[src/rtl/bstt_pkg.sv]
// Shared types and constants for the bounded-score transposition table.
// Table geometry, entry layout, kind and outcome codes, result record.
// No dependencies.
`timescale 1ns / 1ps
`default_nettype none

package bstt_pkg;

  localparam int INDEX_BITS = 16;
  localparam int DEPTH_BITS = 6;

  localparam int KEY_W      = 64;
  localparam int SCORE_W    = 32;
  localparam int REQ_DEPTH_W = 6;
  localparam int SQ_W       = 6;
  localparam int KIND_W     = 2;
  localparam int OUTCOME_W  = 2;

  // wide enough for both the asked depth and the stored depth
  localparam int CMP_W = (DEPTH_BITS > REQ_DEPTH_W) ? DEPTH_BITS : REQ_DEPTH_W;

  localparam int IN_TDATA_W  = 184;  // 179 bits of fields, zero padded
  localparam int OUT_TDATA_W = 112;  // 109 bits of fields, zero padded

  localparam logic [KIND_W-1:0] KIND_EXACT = 2'd0;
  localparam logic [KIND_W-1:0] KIND_LOWER = 2'd1;
  localparam logic [KIND_W-1:0] KIND_UPPER = 2'd2;

  localparam logic [OUTCOME_W-1:0] OUT_NONE   = 2'd0;
  localparam logic [OUTCOME_W-1:0] OUT_EXACT  = 2'd1;
  localparam logic [OUTCOME_W-1:0] OUT_BOUND  = 2'd2;
  localparam logic [OUTCOME_W-1:0] OUT_NARROW = 2'd3;

  localparam logic OP_PROBE = 1'b0;
  localparam logic OP_STORE = 1'b1;

  typedef struct packed {
    logic            valid;
    logic [SQ_W-1:0] from_sq;
    logic [SQ_W-1:0] to_sq;
  } move_t;

  typedef struct packed {
    logic [KEY_W-1:0]      key;
    logic [SCORE_W-1:0]    score;
    logic [DEPTH_BITS-1:0] depth;
    logic [KIND_W-1:0]     kind;
    move_t                 move;
  } entry_t;

  typedef struct packed {
    logic [OUTCOME_W-1:0] outcome;
    logic [SCORE_W-1:0]   alpha;
    logic [SCORE_W-1:0]   beta;
    logic [SCORE_W-1:0]   score;
    logic [SQ_W-1:0]      hint_from;
    logic [SQ_W-1:0]      hint_to;
    logic                 hint_valid;
  } res_t;

endpackage

`default_nettype wire

[src/rtl/bstt_probe.sv]
// Probe evaluation: hit test on a table entry and alpha/beta adjustment.
// Depends on bstt_pkg.
`timescale 1ns / 1ps
`default_nettype none

module bstt_probe (
  input  bstt_pkg::entry_t                        ent,
  input  logic [bstt_pkg::KEY_W-1:0]              key,
  input  logic [bstt_pkg::REQ_DEPTH_W-1:0]        depth,
  input  logic [bstt_pkg::SCORE_W-1:0]            alpha,
  input  logic [bstt_pkg::SCORE_W-1:0]            beta,
  output bstt_pkg::res_t                          res
);
  import bstt_pkg::*;

  logic                      hit;
  logic signed [SCORE_W-1:0] sc;
  logic signed [SCORE_W-1:0] a_adj;
  logic signed [SCORE_W-1:0] b_adj;

  assign hit = (ent.key == key) && (CMP_W'(ent.depth) >= CMP_W'(depth));
  assign sc  = $signed(ent.score);

  always_comb begin
    a_adj = $signed(alpha);
    b_adj = $signed(beta);
    if (ent.kind == KIND_LOWER && sc > a_adj) begin
      a_adj = sc;
    end
    if (ent.kind == KIND_UPPER && sc < b_adj) begin
      b_adj = sc;
    end

    res.outcome    = OUT_NONE;
    res.alpha      = alpha;
    res.beta       = beta;
    res.score      = '0;
    res.hint_from  = '0;
    res.hint_to    = '0;
    res.hint_valid = 1'b0;

    if (hit) begin
      res.score = ent.score;
      if (ent.move.valid) begin
        res.hint_from  = ent.move.from_sq;
        res.hint_to    = ent.move.to_sq;
        res.hint_valid = 1'b1;
      end
      if (ent.kind == KIND_EXACT) begin
        res.outcome = OUT_EXACT;
      end else begin
        res.alpha   = a_adj;
        res.beta    = b_adj;
        res.outcome = (a_adj >= b_adj) ? OUT_BOUND : OUT_NARROW;
      end
    end
  end

endmodule

`default_nettype wire

[config.mk]
export PLATFORM = sky130hd
export DESIGN_NAME = bstt_probe
export DESIGN_NICKNAME = d
export VERILOG_FILES = /design/src/rtl/bstt_pkg.sv /design/src/rtl/bstt_probe.sv
export SDC_FILE = /design/constraint.sdc
export NUM_CORES = 1
export LEC_CHECK = 0
export ABC_AREA = 0
export BUFFER_PORTS_ARGS = -buffer_cell sky130_fd_sc_hd__buf_2
export CAP_MARGIN = 5
export CORE_AREA = 2 2 140 142
export DETAILED_ROUTE_END_ITERATION = 6
export DIE_AREA = 0 0 142 144
export SYNTH_ARGS = -nofsm -noshare
export SYNTH_HDL_FRONTEND = slang
export SYNTH_SLANG_ARGS = --single-unit
[constraint.sdc]
create_clock -name vclk -period 6.5
set_input_delay 0.65 -clock vclk [all_inputs]
set_output_delay 0.65 -clock vclk [all_outputs]
set_load 0.005 [all_outputs]
==> reports/qor.log <==
[clock_network] CTS Hold Bufs 0
[layout] Seq Cell Count 0
[floorplan] number of top-level pins 362
[layout] final core occ 37.8%
[place] count of placed standard cells including taps 1241
[layout] number of fill cells in the layout 2039
[global_routing] number of global-route vias before repair 5788
[layout] clock buffer instance count of the final layout 0
[logic_synthesis] mean cell area of the mapped netlist 7.79 um2
[sta] final max-slew violation count 0
[logic_synthesis] share of the yosys chip area belonging to registers 0%
[routing] final routed DRC violation total 0
[worst_hold_path] launch instance of the worst min-delay path alpha[13]
[worst_setup_path] critical path start-end classification in2out
[worst_setup_path] family of cells with the greatest summed delay on the critical path compound AO/OA/AOI/OAI gates
[place] Final Wtd Congestion 0.846
[routing] Vias 6092
[global_routing] wire length of the first global-routing pass 32000 um
[layout] share of final-layout standard cells stronger than drive strength 1 40.6%
[routing] ratio of routed vias to standard cells 4.87
[place] count of input and output buffers 362
[floorplan] Die Outline Area 0.0204 mm2
[global_routing] initial antenna violation count 13
[clock_network] number of post-CTS setup repair buffers 0
[sta] Final Hold Violating Endpoints 0
[pwr] Leakage 4.15 nW
[floorplan] horizontal extent of the die 142 um
[layout] commonest cells after routing, fill and taps aside buf_2, ha_1, inv_1, xnor2_1, nand3_1
[logic_synthesis] synth top area cells ha_1, xnor2_1, mux2_4
[worst_setup_path] ordered cell list for the critical path buf_2, ha_1, nand4_1, nor2_1, a22oi_1, or4b_1, o31ai_4, and2_1, buf_4, o21ai_1, ha_1, nor2b_1, o21a_1, o21a_1, o21ai_0, o211ai_1, a211oi_1, o311a_1, buf_2
[worst_hold_path] instance count along the most critical hold path 3
[pwr] pwr/cell area 63.8 mW/mm2
[floorplan] Placement Rows 51
[logic_synthesis] warnings from Yosys 0
[place] post-place instance area 0.00718 mm2
[routing] met3 layer wire length in the routed design 1850 um
[sta] slew margin rel. 23.9%
[sta] ratio of final minimum period to clock period 88.2%
[sta] unrepaired setup endpoints after global routing false
[worst_setup_path] element type at the critical path end primary output
[routing] final antenna-violating net count 0
[layout] area of the multi-input gates 0.00476 mm2
[logic_synthesis] synthesized netlist cell count 659
[sta] smallest hold slack 1.61 ns
[worst_hold_path] worst hold path type in2out
[layout] Layout Nets 1357
[global_routing] maximum number of pins on one net before global-route repair 48
[worst_setup_path] arrival time of data at the critical path endpoint 5.08 ns
[place] DP Wirelength 19600 um
[routing] total wire length after detailed routing 22100 um
[worst_setup_path] Critical path buffers and inverters 3
[run] max cap viols 0
[floorplan] starting utilization of the core area 26.9%
[worst_hold_path] end of the worst hold path res[90]
[worst_setup_path] worst path required time 5.85 ns
[worst_setup_path] Worst Setup Start Kind input port
[global_routing] all-layer global routing usage 20.1%
[outcome] outcome completed
[floorplan] die extent in y 144 um
[routing] top layer in use met5
[layout] final standard cell count with taps included and fillers excluded 1251
[sta] worst-margin pin slew 1.14 ns
[routing] routed length per instance 17.7 um
[layout] layout overhead on the synthesized area 40.3%
[pwr] maximum ir drop on the vdd rail 0.0312 mV
[routing] Detail Route met2 WL 11400 um
[routing] routed metal-1 wirelength 8410 um
[worst_setup_path] worst-path maximum fanout 17
[worst_setup_path] slowest cell delay on critical path 0.64 ns
[logic_synthesis] proportion of netlist area held by the largest area contributor 24.6%
[logic_synthesis] largest area contributor in the netlist ha_1
[worst_setup_path] Crit-path slowest cell and2_1
[sta] fmax 0.174 GHz
[sta] final total negative setup slack 0 ns
[sta] min cycle time layout 5.73 ns
[sta] setup violators final 0
[logic_synthesis] count of different cell masters after synthesis 48
[layout] summed area of non-filler cells in the final layout 0.00721 mm2
[floorplan] standard cell core area 0.0191 mm2
[routing] first-pass detailed-route iteration total 5
[layout] flip-flop and latch area 0 um2
[layout] most common cell after layout, fill and taps aside buf_2
[worst_setup_path] launching element of the worst setup path ent[51]
[logic_synthesis] cell area after technology mapping 0.00513 mm2
[clock_network] PostCTS Resize Cnt 0
[global_routing] aggregate global routing overflow 0
[routing] initial detailed-routing violation count 208
[logic_synthesis] Net Count, Synth 1011
## through the flow
stage / worst slack [ns] / total power (W)
after detailed placement: 0.783 / 0.000461
after floorplan: 1.56 / 0.000263
final: 0.767 / 0.000460
after CTS: 0.764 / 0.000463
after global placement: 0.839 / 0.000456
after global routing: 0.355 / 0.000519
## synthesized netlist by cell type (all sizes together), types with 2 or more instances
| master | number |
|---|---|
| or2 | 2 |
| nand3 | 39 |
| mux2i | 32 |
| inv | 70 |
| or4 | 3 |
| a21o | 9 |
| a2111oi | 2 |
| o21a | 3 |
| xor2 | 11 |
| o211ai | 3 |
| o21ai | 49 |
| a211oi | 5 |
| nand2 | 18 |
| mux2 | 65 |
| nor3 | 5 |
| or3 | 2 |
| clkbuf | 5 |
| buf | 20 |
| nor2 | 16 |
| a21oi | 33 |
| and2 | 34 |
| nand4 | 36 |
| xnor2 | 53 |
| and3 | 12 |
| nand2b | 4 |
| ha | 101 |
| nor2b | 8 |
| nor4 | 7 |
## logic make-up after synthesis
family	after synthesis	synth area share [%]
multiplexers	97	22.7
XOR/XNOR	64	10.9
buffers and inverters	95	7.60
AND/OR/NAND/NOR	189	20.8
adder cells (fa/ha/maj)	101	24.6
AO/OA/AOI/OAI	113	13.4
## worst max-delay path by stage
stage | endpoint | slack, ns | cells after the start
after floorplan | res[109] | 1.56 | 19
after global placement | res[109] | 0.84 | 17
after detailed placement | res[109] | 0.78 | 19
after CTS | res[109] | 0.76 | 19
after global routing | res[109] | 0.35 | 18
final | res[109] | 0.77 | 19
## layout make-up
class / instances / area share (%)
well taps: 238 / 4.13
multi-input cells: 564 / 66.0
diodes: 10 / 0.347
inverters: 70 / 3.65
repair buffers: 369 / 25.9
## routing by layer
layer,up-vias,global-route usage (%)
li1,3092,-
met1,2734,23.0
met2,240,38.6
met3,22,4.11
met4,4,3.84
met5,-,0
## where the power goes
group             internal, W       total (W)  leakage, nW  switching, W
clock          0.000000000207  0.000000000207    0.0000634             0
combinational        0.000221        0.000460         4.15      0.000239
sequential                  0               0            0             0
Power figures use the tool's default switching activity.
